## src/design/gtod_pkg.sv

```systemverilog
`timescale 1ns / 1ps
`default_nettype none

package gtod_pkg;

  typedef enum logic [1:0] {
    OP_TICK = 2'd0,
    OP_PPS  = 2'd1,
    OP_BYTE = 2'd2
  } op_t;

  typedef struct packed {
    logic [4:0] hours;
    logic [5:0] minutes;
    logic [5:0] seconds;
  } hms_t;

  typedef struct packed {
    logic valid;
    hms_t tod;
  } load_t;

  localparam logic [9:0] MS_TOP      = 10'd999;
  localparam logic [5:0] MIN_SEC_TOP = 6'd59;
  localparam logic [4:0] HOUR_TOP    = 5'd23;
  localparam logic [31:0] MS_PER_PPS = 32'd1000;

  localparam logic [7:0] CHAR_G     = 8'h47;
  localparam logic [7:0] CHAR_A     = 8'h41;
  localparam logic [7:0] CHAR_COMMA = 8'h2C;

  localparam logic REG_UTC_OFFSET      = 1'b0;
  localparam logic REG_REPORT_INTERVAL = 1'b1;

  localparam logic [4:0] UTC_OFFSET_RESET      = 5'd1;
  localparam logic [7:0] REPORT_INTERVAL_RESET = 8'd5;

endpackage

`default_nettype wire

```

## src/design/gtod_nmea_parser.sv

```systemverilog
`timescale 1ns / 1ps
`default_nettype none

module gtod_nmea_parser (
  input  wire logic           clk,
  input  wire logic           rst_n,
  input  wire logic           byte_valid,
  input  wire logic [7:0]     rx_byte,
  input  wire logic [4:0]     utc_offset,
  output gtod_pkg::load_t     load
);

  logic [7:0] recent_r   [0:2];
  logic [7:0] recent_nxt [0:2];
  logic [7:0] digit_r    [0:5];
  logic [7:0] digit_nxt  [0:5];
  logic       capturing_r, capturing_nxt;
  logic [2:0] idx_r, idx_nxt;
  logic       synced_r, synced_nxt;

  logic [5:0] hh_pair;
  logic [4:0] hh_raw;
  logic [6:0] h_sum;
  logic [4:0] hh;

  function automatic logic [5:0] pair_value(input logic [7:0] d0, input logic [7:0] d1,
                                             input logic [5:0] top);
    logic signed [12:0] v;
    logic [5:0] res;
    v = ($signed({5'b0, d0}) - 13'sd48) * 13'sd10 + ($signed({5'b0, d1}) - 13'sd48);
    if (v < 13'sd0) begin
      res = 6'd0;
    end else if (v > $signed({7'b0, top})) begin
      res = top;
    end else begin
      res = v[5:0];
    end
    return res;
  endfunction

  // hours with utc offset, wrap modulo 24
  always_comb begin
    hh_pair = pair_value(digit_r[0], digit_r[1], {1'b0, gtod_pkg::HOUR_TOP});
    hh_raw  = hh_pair[4:0];
    h_sum   = {2'b0, hh_raw} + {{2{utc_offset[4]}}, utc_offset} + 7'd24;
    if (h_sum >= 7'd48) begin
      hh = 5'(h_sum - 7'd48);
    end else if (h_sum >= 7'd24) begin
      hh = 5'(h_sum - 7'd24);
    end else begin
      hh = h_sum[4:0];
    end
  end

  always_comb begin
    recent_nxt    = recent_r;
    digit_nxt     = digit_r;
    capturing_nxt = capturing_r;
    idx_nxt       = idx_r;
    synced_nxt    = synced_r;
    load.valid    = 1'b0;
    load.tod.hours   = hh;
    load.tod.minutes = pair_value(digit_r[2], digit_r[3], gtod_pkg::MIN_SEC_TOP);
    load.tod.seconds = pair_value(digit_r[4], digit_r[5], gtod_pkg::MIN_SEC_TOP);
    if (byte_valid && !synced_r) begin
      if (idx_r > 3'd5) begin
        idx_nxt    = 3'd0;
        synced_nxt = 1'b1;
        load.valid = 1'b1;
      end else if (capturing_r) begin
        if (rx_byte == gtod_pkg::CHAR_COMMA) begin
          capturing_nxt = 1'b0;
        end
        for (int i = 0; i < 6; i++) begin
          if (idx_r == 3'(i)) begin
            digit_nxt[i] = rx_byte;
          end
        end
        idx_nxt = idx_r + 3'd1;
      end else begin
        recent_nxt[0] = recent_r[1];
        recent_nxt[1] = recent_r[2];
        recent_nxt[2] = rx_byte;
        if (recent_r[1] == gtod_pkg::CHAR_G && recent_r[2] == gtod_pkg::CHAR_A &&
            rx_byte == gtod_pkg::CHAR_COMMA) begin
          capturing_nxt = 1'b1;
          idx_nxt       = 3'd0;
          recent_nxt[0] = 8'd0;
          recent_nxt[1] = 8'd0;
          recent_nxt[2] = 8'd0;
        end
      end
    end
  end

  always_ff @(posedge clk) begin
    if (!rst_n) begin
      for (int i = 0; i < 3; i++) begin
        recent_r[i] <= 8'd0;
      end
      for (int i = 0; i < 6; i++) begin
        digit_r[i] <= 8'd0;
      end
      capturing_r <= 1'b0;
      idx_r       <= 3'd0;
      synced_r    <= 1'b0;
    end else begin
      recent_r    <= recent_nxt;
      digit_r     <= digit_nxt;
      capturing_r <= capturing_nxt;
      idx_r       <= idx_nxt;
      synced_r    <= synced_nxt;
    end
  end

  a_idx_range: assert property (@(posedge clk) disable iff (!rst_n) idx_r <= 3'd6)
    else $error("capture index out of range");

  a_load_once: assert property (@(posedge clk) disable iff (!rst_n)
    load.valid |-> byte_valid && !synced_r)
    else $error("time load without a fresh byte");

  a_load_hours: assert property (@(posedge clk) disable iff (!rst_n)
    load.tod.hours <= gtod_pkg::HOUR_TOP)
    else $error("loaded hours out of range");

endmodule

`default_nettype wire

```

## src/design/gtod_clock_core.sv

```systemverilog
`timescale 1ns / 1ps
`default_nettype none

module gtod_clock_core (
  input  wire logic             clk,
  input  wire logic             rst_n,
  input  wire logic             evt_valid,
  input  wire gtod_pkg::op_t    evt_op,
  input  wire gtod_pkg::load_t  load,
  input  wire logic [7:0]       report_interval,
  output logic                  slot_free,
  output logic                  res_valid,
  input  wire logic             res_ready,
  output logic [79:0]           res_data
);

  logic            running_r, running_nxt;
  gtod_pkg::hms_t  board_r, board_nxt;
  logic [9:0]      board_ms_r, board_ms_nxt;
  gtod_pkg::hms_t  gps_r, gps_nxt;
  logic [31:0]     board_cnt_r, board_cnt_nxt;
  logic [31:0]     gps_cnt_r, gps_cnt_nxt;
  logic [31:0]     last_diff_r, last_diff_nxt;
  logic [7:0]      phase_r, phase_nxt;
  logic [7:0]      interval;
  logic [8:0]      phase_sum;
  logic [31:0]     diff;

  logic            res_valid_r, res_valid_nxt;
  gtod_pkg::hms_t  res_board_r, res_board_nxt;
  logic [9:0]      res_ms_r, res_ms_nxt;
  gtod_pkg::hms_t  res_gps_r, res_gps_nxt;
  logic [31:0]     res_drift_r, res_drift_nxt;

  function automatic gtod_pkg::hms_t add_second(input gtod_pkg::hms_t t);
    gtod_pkg::hms_t r;
    r = t;
    if (t.seconds >= gtod_pkg::MIN_SEC_TOP) begin
      r.seconds = 6'd0;
      if (t.minutes >= gtod_pkg::MIN_SEC_TOP) begin
        r.minutes = 6'd0;
        if (t.hours >= gtod_pkg::HOUR_TOP) begin
          r.hours = 5'd0;
        end else begin
          r.hours = t.hours + 5'd1;
        end
      end else begin
        r.minutes = t.minutes + 6'd1;
      end
    end else begin
      r.seconds = t.seconds + 6'd1;
    end
    return r;
  endfunction

  assign slot_free = !res_valid_r || res_ready;
  assign res_valid = res_valid_r;
  assign res_data  = {4'b0, res_drift_r, res_gps_r.seconds, res_gps_r.minutes,
                      res_gps_r.hours, res_ms_r, res_board_r.seconds,
                      res_board_r.minutes, res_board_r.hours};

  assign interval  = (report_interval == 8'd0) ? 8'd1 : report_interval;
  assign phase_sum = {1'b0, phase_r} + 9'd1;

  always_comb begin
    running_nxt   = running_r;
    board_nxt     = board_r;
    board_ms_nxt  = board_ms_r;
    gps_nxt       = gps_r;
    board_cnt_nxt = board_cnt_r;
    gps_cnt_nxt   = gps_cnt_r;
    last_diff_nxt = last_diff_r;
    phase_nxt     = phase_r;
    res_valid_nxt = res_ready ? 1'b0 : res_valid_r;
    res_board_nxt = res_board_r;
    res_ms_nxt    = res_ms_r;
    res_gps_nxt   = res_gps_r;
    res_drift_nxt = res_drift_r;
    diff          = 32'd0;
    if (evt_valid) begin
      case (evt_op)
        gtod_pkg::OP_TICK: begin
          if (running_r) begin
            board_cnt_nxt = board_cnt_r + 32'd1;
            if (board_ms_r >= gtod_pkg::MS_TOP) begin
              board_ms_nxt = 10'd0;
              board_nxt    = add_second(board_r);
            end else begin
              board_ms_nxt = board_ms_r + 10'd1;
            end
          end
        end
        gtod_pkg::OP_PPS: begin
          if (!running_r) begin
            running_nxt = 1'b1;
          end else begin
            gps_cnt_nxt = gps_cnt_r + gtod_pkg::MS_PER_PPS;
          end
          gps_nxt = add_second(gps_r);
          diff    = gps_cnt_nxt - board_cnt_r;
          if (phase_r == 8'd0) begin
            res_valid_nxt = 1'b1;
            res_board_nxt = board_r;
            res_ms_nxt    = board_ms_r;
            res_gps_nxt   = gps_nxt;
            res_drift_nxt = diff - last_diff_r;
            last_diff_nxt = diff;
          end
          phase_nxt = (phase_sum >= {1'b0, interval}) ? 8'd0 : phase_sum[7:0];
        end
        gtod_pkg::OP_BYTE: begin
          if (load.valid) begin
            board_nxt = load.tod;
            gps_nxt   = load.tod;
          end
        end
        default: begin
        end
      endcase
    end
  end

  always_ff @(posedge clk) begin
    if (!rst_n) begin
      running_r   <= 1'b0;
      board_r     <= '0;
      board_ms_r  <= 10'd0;
      gps_r       <= '0;
      board_cnt_r <= 32'd0;
      gps_cnt_r   <= 32'd0;
      last_diff_r <= 32'd0;
      phase_r     <= 8'd0;
      res_valid_r <= 1'b0;
    end else begin
      running_r   <= running_nxt;
      board_r     <= board_nxt;
      board_ms_r  <= board_ms_nxt;
      gps_r       <= gps_nxt;
      board_cnt_r <= board_cnt_nxt;
      gps_cnt_r   <= gps_cnt_nxt;
      last_diff_r <= last_diff_nxt;
      phase_r     <= phase_nxt;
      res_valid_r <= res_valid_nxt;
    end
  end

  always_ff @(posedge clk) begin
    res_board_r <= res_board_nxt;
    res_ms_r    <= res_ms_nxt;
    res_gps_r   <= res_gps_nxt;
    res_drift_r <= res_drift_nxt;
  end

  a_board_range: assert property (@(posedge clk) disable iff (!rst_n)
    board_ms_r <= gtod_pkg::MS_TOP && board_r.seconds <= gtod_pkg::MIN_SEC_TOP &&
    board_r.minutes <= gtod_pkg::MIN_SEC_TOP && board_r.hours <= gtod_pkg::HOUR_TOP)
    else $error("board time out of range");

  a_idle_count: assert property (@(posedge clk) disable iff (!rst_n)
    !running_r |-> board_cnt_r == 32'd0 && gps_cnt_r == 32'd0)
    else $error("counts moved before first pps");

  a_run_sticky: assert property (@(posedge clk) disable iff (!rst_n) !$fell(running_r))
    else $error("clock stopped after start");

endmodule

`default_nettype wire

```

## src/design/gps_synced_time_of_day_clock_top.sv

```systemverilog
// An input beat reaches its report beat through the input register and the result register.
// Throughput: one input beat per cycle; only a stalled report beat holds back the input.
// Every event is handled in one pass of carry and compare logic after the input register.
// Reset (rst_n, synchronous, active low) stops both clocks, clears counts and parser,
// and sets utc_offset to 1 and report_interval to 5.
`timescale 1ns / 1ps
`default_nettype none

module gps_synced_time_of_day_clock_top (
  input  wire logic        clk,
  input  wire logic        rst_n,
  input  wire logic        in_tvalid,
  output logic             in_tready,
  input  wire logic [7:0]  in_tdata,   // rx_byte[7:0]
  input  wire logic [1:0]  in_tuser,   // op[1:0]
  output logic             out_tvalid,
  input  wire logic        out_tready,
  // board_hours[4:0], board_minutes[10:5], board_seconds[16:11], board_millis[26:17],
  // gps_hours[31:27], gps_minutes[37:32], gps_seconds[43:38], drift_change[75:44], pad
  output logic [79:0]      out_tdata,
  input  wire logic        cfg_psel,
  input  wire logic        cfg_penable,
  input  wire logic        cfg_pwrite,
  input  wire logic [2:0]  cfg_paddr,
  input  wire logic [31:0] cfg_pwdata,
  output logic [31:0]      cfg_prdata,
  output logic             cfg_pready
);

  logic            in_valid_r;
  gtod_pkg::op_t   in_op_r;
  logic [7:0]      in_byte_r;
  logic [4:0]      utc_offset_r;
  logic [7:0]      report_interval_r;
  logic            slot_free;
  logic            advance;
  logic            cfg_wr;
  gtod_pkg::load_t load;

  assign cfg_pready = 1'b1;
  assign cfg_wr     = cfg_psel && cfg_penable && cfg_pwrite && cfg_pready;
  assign advance    = in_valid_r && slot_free;
  assign in_tready  = !in_valid_r || slot_free;

  always_comb begin
    case (cfg_paddr[2])
      gtod_pkg::REG_UTC_OFFSET:      cfg_prdata = {27'd0, utc_offset_r};
      gtod_pkg::REG_REPORT_INTERVAL: cfg_prdata = {24'd0, report_interval_r};
      default:                       cfg_prdata = 32'd0;
    endcase
  end

  always_ff @(posedge clk) begin
    if (!rst_n) begin
      utc_offset_r      <= gtod_pkg::UTC_OFFSET_RESET;
      report_interval_r <= gtod_pkg::REPORT_INTERVAL_RESET;
    end else if (cfg_wr) begin
      if (cfg_paddr[2] == gtod_pkg::REG_UTC_OFFSET) begin
        utc_offset_r <= cfg_pwdata[4:0];
      end else begin
        report_interval_r <= cfg_pwdata[7:0];
      end
    end
  end

  // hold the input beat until the core can take it
  always_ff @(posedge clk) begin
    if (!rst_n) begin
      in_valid_r <= 1'b0;
    end else if (in_tvalid && in_tready) begin
      in_valid_r <= 1'b1;
    end else if (advance) begin
      in_valid_r <= 1'b0;
    end
  end

  always_ff @(posedge clk) begin
    if (in_tvalid && in_tready) begin
      in_op_r   <= gtod_pkg::op_t'(in_tuser);
      in_byte_r <= in_tdata;
    end
  end

  gtod_nmea_parser u_parser (
    .clk        (clk),
    .rst_n      (rst_n),
    .byte_valid (advance && in_op_r == gtod_pkg::OP_BYTE),
    .rx_byte    (in_byte_r),
    .utc_offset (utc_offset_r),
    .load       (load)
  );

  gtod_clock_core u_core (
    .clk             (clk),
    .rst_n           (rst_n),
    .evt_valid       (advance),
    .evt_op          (in_op_r),
    .load            (load),
    .report_interval (report_interval_r),
    .slot_free       (slot_free),
    .res_valid       (out_tvalid),
    .res_ready       (out_tready),
    .res_data        (out_tdata)
  );

endmodule

`default_nettype wire

```

## config.mk

```make
export PLATFORM = sky130hd
export DESIGN_NAME = gps_synced_time_of_day_clock_top
export DESIGN_NICKNAME = d
export VERILOG_FILES = /design/src/design/gtod_pkg.sv /design/src/design/gtod_nmea_parser.sv /design/src/design/gtod_clock_core.sv /design/src/design/gps_synced_time_of_day_clock_top.sv
export SDC_FILE = /design/constraint.sdc
export NUM_CORES = 1
export LEC_CHECK = 0
export BUFFER_PORTS_ARGS = -buffer_cell sky130_fd_sc_hd__buf_2
export CAP_MARGIN = 5
export CORE_MARGIN = 2
export CORE_UTILIZATION = 45
export DETAILED_ROUTE_END_ITERATION = 6
export PLACE_DENSITY = 0.7
export SETUP_SLACK_MARGIN = 0.5
export SLEW_MARGIN = 15
export SYNTH_ARGS = -nofsm -noshare
export SYNTH_HDL_FRONTEND = slang
export SYNTH_SLANG_ARGS = --single-unit
```

## constraint.sdc

```tcl
create_clock -name clk -period 19.4 [get_ports clk]
set_input_delay 1.94 -clock clk [delete_from_list [all_inputs] [get_ports clk]]
set_output_delay 1.94 -clock clk [all_outputs]
set_load 0.01 [all_outputs]
```

==> impl_metrics.json, run 1 <==
{
  "drv_cap": 0,
  "arrival_ns": 7.88,
  "vias": 16100,
  "initial_utilization_pct": 45.8,
  "first_pass_iters": 7,
  "synthMuxAreaShare_pct": 3.32,
  "crit_slowest_cell": "a221oi_1",
  "rows": 76,
  "slowest_delay_ns": 0.58,
  "dp_hpwl_um": 31600,
  "core_mm2": 0.0433,
  "portBuffers": 111,
  "clock_skew_ns": 0.0288,
  "wl_per_cell_um": 14.3,
  "finalSetupViolations": 0,
  "dp_cells": 2937,
  "avgSynthCellArea_um2": 8.62,
  "min_period_over_period_pct": 38.2,
  "ant_nets": 0,
  "grt_max_degree": 76,
  "syn-cell-area_mm2": 0.0198,
  "crit_fanout": 6,
  "status": "finished clean",
  "synth_xor_xnor_area_share_pct": 8.64,
  "powerDensity_mw_per_mm2": 73.8,
  "ys_warn_count": 0,
  "syn_inst": 2299,
  "totalWireLength_um": 43000,
  "async_reset_ff_share_pct": 0,
  "synth_edf_count": 86,
  "first_iter_violations": 968,
  "antenna_found_initial": 2,
  "die_h_um": 214,
  "ys_seq_area_share_pct": 36.3,
  "hold_class": "reg2reg",
  "layoutNonFillerInstCount": 3003,
  "gp_congestion": 0.902,
  "fin_nets": 2631,
  "final_hold_viol_count": 0,
  "post-cts-setup-buffers": 0,
  "ios": 167,
  "die_area_mm2": 0.0457,
  "worstPathRequired_ns": 19.87,
  "cts_buffer_depth": 3,
  "grt_overflow": 0,
  "cts_tree": "yes",
  "synth_compound_area_share_pct": 17.1,
  "grt_pass1_wl_um": 71800,
  "clkTransAtPathRegs_ns": 0.06,
  "end_kind": "flop",
  "rsz0062_at_grt": "false",
  "first_global_vias": 15300,
  "fin_crit_ns": 7.40,
  "synth_cell_types": 88,
  "synthAdderAreaFrac_pct": 12.2,
  "synth_ff_type": "dfxtp_1",
  "synth_top_family_by_area": "compound AO/OA/AOI/OAI gates",
  "reg2reg_slack_ns": 12.00,
  "area_growth_pct": 11.3,
  "dieWidth_um": 214,
  "track_usage_pct": 18.9,
  "post_cts_hold_buffer_count": 0,
  "cts_max_level": 2,
  "drc_errors": 0,
  "leakage_nw": 8.73,
  "ys_ff_latch": 316,
  "num_antenna_cells": 0,
  "clock.fmax_mhz": 135,
  "drive_gt1_share_pct": 9.06,
  "cts.sinks": 316,
  "slew_headroom_pct": 24.3,
  "synth-simple-area-share_pct": 17.0,
  "cts-resized-gates": 0,
  "final_util_pct": 51.0,
  "cts_made_buffers": 37,
  "vias_per_cell": 5.35,
  "clkLatencyLatePin_ns": 0.57,
  "cts-root-buf": "clkbuf_16",
  "slew_violations": 0,
  "max-vdd-ir-drop_uv": 55.4,
  "setup-tns-final_ns": 0,
  "path_class": "reg2reg",
  "nFillCells": 3982,
  "tightest_slew_ns": 1.13,
  "critPathLaunchType": "flop"
}
[logic make-up (layout without fill, tap and decap cells)]
group | count (synthesis) | count (layout)
AOI/OAI and AO/OA | 542 | 542
xor gates and xnor gates | 194 | 194
adders and majority gates | 188 | 188
buffers and inverters | 260 | 352
DFF | 316 | 316
muxes | 65 | 65
other | 2 | 29
and+or+nand+nor | 732 | 732
[through the flow]
stage	power (mW)	worst slack, ns	hold slack [ns]	cell area, um^2
after floorplan	0.900	12.99	0.431	19900
after global placement	0.939	12.27	0.439	20800
after detailed placement	0.945	12.04	0.447	20800
after CTS	1.65	12.00	0.454	22100
after global routing	1.70	11.40	0.473	22100
final	1.63	12.00	0.451	22100
[final timing paths]
| path | endpoint | depth (start not counted) | start |
|---|---|---|---|
| max | u_core.gps_r[15] | 32 | u_parser.digit_r[44] |
| min | u_core.last_diff_r[5] | 2 | u_core.last_diff_r[5] |
| max reg2reg | u_core.gps_r[15] | 32 | u_parser.digit_r[44] |
| min reg2reg | u_core.last_diff_r[5] | 2 | u_core.last_diff_r[5] |
[layer usage]
metal  global-route usage (%)  routed length [um]  vias up
li1                         -                   -     8221
met1                     23.9               19700     7502
met2                     32.9               20400      277
met3                     2.53                1710       76
met4                     6.97                1150        4
met5                        0                  30        -
[worst max-delay path, delay by kind of cell (launching register included)]
| family | cells | cell delay, ns |
|---|---|---|
| buffers and inverters | 2 | 0.20 |
| xor gates and xnor gates | 2 | 0.38 |
| and+or+nand+nor | 3 | 0.83 |
| DFF | 1 | 0.33 |
| adders and majority gates | 7 | 2.09 |
| AOI/OAI and AO/OA | 17 | 3.35 |
| muxes | 1 | 0.13 |
[state kept, by name, indices dropped and copies added, names as in the netlist, 5 cells and up]
signal,cells
in_byte_r,8
report_interval_r,8
u_core.board_cnt_r,32
u_core.board_ms_r,10
u_core.board_r,17
u_core.gps_cnt_r,29
u_core.gps_r,17
u_core.last_diff_r,32
u_core.phase_r,8
u_core.res_data,34
u_core.res_drift_r,32
u_core.res_ms_r,10
u_parser.digit_r,48
u_parser.recent_r,16
utc_offset_r,5
[Yosys cell counts, types with 5 or more instances]
| library cell | number | share of area [%] |
|---|---|---|
| nand2b_1 | 16 | 0.51 |
| o211ai_1 | 23 | 0.87 |
| and3_1 | 16 | 0.51 |
| or2_2 | 7 | 0.22 |
| buf_4 | 29 | 1.1 |
| clkbuf_1 | 65 | 1.2 |
| o2111ai_1 | 6 | 0.27 |
| nor4_1 | 9 | 0.28 |
| a21oi_1 | 220 | 5.6 |
| nor3b_1 | 9 | 0.34 |
| ha_1 | 180 | 11 |
| xor2_1 | 60 | 2.7 |
| a211oi_1 | 19 | 0.72 |
| nand4_1 | 25 | 0.79 |
| nor2b_1 | 14 | 0.44 |
| o221a_2 | 5 | 0.28 |
| o21a_1 | 5 | 0.19 |
| and4_1 | 5 | 0.22 |
| or3_1 | 17 | 0.54 |
| mux2_2 | 6 | 0.34 |
| nor3_1 | 48 | 1.2 |
| a2bb2oi_1 | 6 | 0.27 |
| a211o_1 | 9 | 0.40 |
| fa_1 | 8 | 0.81 |
| xnor2_1 | 133 | 5.9 |
| a21o_1 | 44 | 1.7 |
| nand3_1 | 61 | 1.5 |
| o21ai_0 | 94 | 2.4 |
| nor2_1 | 230 | 4.4 |
| mux2i_1 | 59 | 3.0 |
| o21ai_1 | 10 | 0.25 |
| a31oi_1 | 17 | 0.54 |
| o21bai_1 | 18 | 0.68 |
| o31ai_1 | 12 | 0.45 |
| inv_1 | 162 | 3.1 |
| a21boi_0 | 7 | 0.27 |
| nand2_1 | 234 | 4.4 |
| nand4b_1 | 6 | 0.27 |
| edfxtp_1 | 86 | 13 |
| a221oi_1 | 7 | 0.31 |
| dfxtp_1 | 230 | 23 |
| and2_1 | 14 | 0.44 |
[final cells by class]
type                    count  area [um^2]  area share [%]
clock buffers              50         1070            4.83
clock inverters            16          163           0.737
inverters                 163          617            2.80
multi-input cells        1750        11700            52.8
flip-flops and latches    316         7190            32.6
well taps                 585          732            3.32
repair buffers            123          646            2.93
[cells in the final DEF, fill, tap and decap left out, drive strengths merged, types with 60 or more instances in the layout]
cell	n
nand2	234
nor2	230
dfxtp	230
a21oi	221
ha	180
inv	165
xnor2	133
buf	123
o21ai	105
edfxtp	86
nand3	61
xor2	60
[report_power, final]
group | leakage (nW) | total (mW) | switching, mW | internal [mW]
combinational | 5.54 | 0.226 | 0.130 | 0.0955
clock | 0.606 | 0.696 | 0.282 | 0.415
sequential | 2.59 | 0.706 | 0.00829 | 0.698
total | 8.73 | 1.63 | 0.420 | 1.21
No activity file was read; power rests on OpenSTA's default activity.
==> run 2, diff against run 1 <==
==> constraint.sdc (replaced) <==
create_clock -name clk -period 7.3 [get_ports clk]
set_input_delay 0.73 -clock clk [delete_from_list [all_inputs] [get_ports clk]]
set_output_delay 0.73 -clock clk [all_outputs]
set_load 0.01 [all_outputs]
==> run 2 against run 1 <==
  * Via count increased by 1.9%
  * Non-clock buffer count increased by 11
  * Hold slack got worse by 0.099 ns
  * Clock-buffer cell count decreased by 1
  * Critical path depth increased by 3
  * Core utilization increased by 0.53 points
  * Sequential share of layout area decreased by 0.32 points
  * Sequential cell count unchanged
  * First-iteration DRC count increased by 9.3%
  * Highest routed layer unchanged
==> impl_metrics.json, run 2 (synthesis gave the netlist of run 1 again) <==
{
  "rr_worst_depth": 35,
  "drive_gt1_share_pct": 10.2,
  "wl_met2_um": 21300,
  "track_usage_pct": 19.2,
  "clkTransAtPathRegs_ns": 0.06,
  "largest_reg_flops": 48,
  "m1WireLength_um": 19800,
  "grt_pass1_wl_um": 72600,
  "first_iter_violations": 1058,
  "fin_crit_ns": 6.51,
  "dp_slack_ns": 0.388,
  "totalWireLength_um": 44300,
  "cts_made_buffers": 38,
  "path_class": "reg2reg",
  "r2r_end": "u_core.board_r[15]",
  "leakage_nw": 8.81,
  "max-vdd-ir-drop_uv": 141,
  "drc_errors": 0,
  "hold_depth": 1,
  "dp_hpwl_um": 32000,
  "slowest_delay_ns": 0.37,
  "antenna_found_initial": 2,
  "cp_top_family": "compound AO/OA/AOI/OAI gates",
  "final_util_pct": 51.5,
  "drv_cap": 0,
  "grt_overflow": 0,
  "ant_nets": 0,
  "portBuffers": 111,
  "dpl_cell_area_mm2": 0.0208,
  "vias": 16400,
  "cts.sinks": 316,
  "dieWidth_um": 214,
  "path_common_cell": "a21oi_1",
  "cts_tree": "yes",
  "setup_slack_ns": 0.787,
  "final_cell_area_mm2": 0.0223,
  "holdWs_ns": 0.352,
  "worstPathRequired_ns": 7.76,
  "holdPathEnd": "in_byte_r[3]",
  "grt_max_degree": 61,
  "hold_class": "in2reg",
  "ios": 167,
  "slew_violations": 0,
  "area_growth_pct": 12.5,
  "end_kind": "flop",
  "rows": 76,
  "cts_buffer_depth": 3,
  "crit_buf_inv": 5,
  "clock_skew_ns": 0.0281,
  "num_antenna_cells": 0,
  "tightest_slew_ns": 1.23,
  "gp_congestion": 0.899,
  "wl_per_cell_um": 14.7,
  "final_cell_mix": "nand2_1, nor2_1, dfxtp_1, a21oi_1, ha_1",
  "crit_fanout": 4,
  "min_period_over_period_pct": 89.2,
  "setup-tns-final_ns": 0,
  "layout_commonest_cell": "nand2_1",
  "core_mm2": 0.0433,
  "met3_length_um": 2100,
  "powerDensity_mw_per_mm2": 196,
  "first_global_vias": 15600,
  "critPathLaunchType": "flop",
  "reg2reg_slack_ns": 0.79,
  "min_from": "in_tdata[3]",
  "largest-register": "u_parser.digit_r",
  "rr_startpoint": "u_parser.digit_r[44]",
  "crit_slowest_cell": "a311o_1",
  "final_hold_viol_count": 0,
  "finalSetupViolations": 0,
  "initial_utilization_pct": 45.8,
  "status": "finished clean",
  "cts-root-buf": "clkbuf_16",
  "clkLatencyLatePin_ns": 0.56,
  "slew_headroom_pct": 17.8,
  "rsz0062_at_grt": "true",
  "clock.fmax_mhz": 154,
  "cts_max_level": 2,
  "first_pass_iters": 5,
  "arrival_ns": 6.97,
  "worst-path-stages": 35,
  "die_area_mm2": 0.0457,
  "die_h_um": 214,
  "top_layer_used": "met5",
  "vias_per_cell": 5.43,
  "fin_nets": 2643
}
## run 2: changes by cell type in the layout (fill, tap and decap cells not counted), moves of 3 or more
cell	previous run	this run
clkinv_1	3	6
xnor2_1	133	130
o21ai_0	94	89
clkbuf_8	7	3
xnor2_2	0	3
ha_1	180	173
buf_4	12	23
ha_4	0	5
o21ai_1	10	14
## run 2: worst reg2reg max path, delay by kind of cell, from the launching register on
kind	cells	cell delay, ns
adders and majority gates	7	1.97
DFF	1	0.34
buffers and inverters	5	0.55
AOI/OAI and AO/OA	17	2.66
and+or+nand+nor	3	0.46
xor gates and xnor gates	3	0.43
## run 2: cell type report
type,count,area [um^2]
clock inverters,20,203
repair buffers,134,728
multi-input cells,1750,11800
flip-flops and latches,316,7190
inverters,163,617
fillers,3972,21000
clock buffers,49,1040
well taps,585,732
## run 2: what timing repair did
item,in CTS,in global routing
resized for setup,3,27
buffers inserted,1,9
hold buffers,0,0
setup endpoints to repair,4,4
pin swaps,0,20
## run 2: per-layer routing
metal / up-vias / GRT usage [%]
met5: - / 0
met4: 4 / 6.66
met3: 91 / 3.27
met2: 382 / 33.4
met1: 7654 / 23.9
li1: 8259 / -
## run 2: worst max-delay path by stage
stage	from	to	slack, ns
5_1_grt	u_parser.digit_r[44]	u_core.gps_r[16]	0.34
3_5_place_dp	u_parser.digit_r[44]	u_core.board_r[15]	0.39
4_1_cts	u_parser.digit_r[44]	u_core.gps_r[15]	0.51
6_report	u_parser.digit_r[44]	u_core.board_r[15]	0.79
3_3_place_gp	u_parser.digit_r[44]	u_core.gps_r[15]	0.56
2_1_floorplan	u_parser.digit_r[44]	u_core.board_r[15]	0.89
## run 2: report_power, final
part / internal, mW / switching [mW] / leakage [nW]
registers: 1.86 / 0.0227 / 2.59
logic: 0.255 / 0.350 / 5.60
clock network: 1.15 / 0.742 / 0.613
## run 2: through the flow
| step | std cells | total power [mW] |
|---|---|---|
| global route | 3017 | 4.57 |
| detailed placement | 2938 | 2.51 |
| global placement | 2938 | 2.50 |
| CTS | 3008 | 4.42 |
| floorplan | 2326 | 2.39 |
| finish | 3017 | 4.37 |
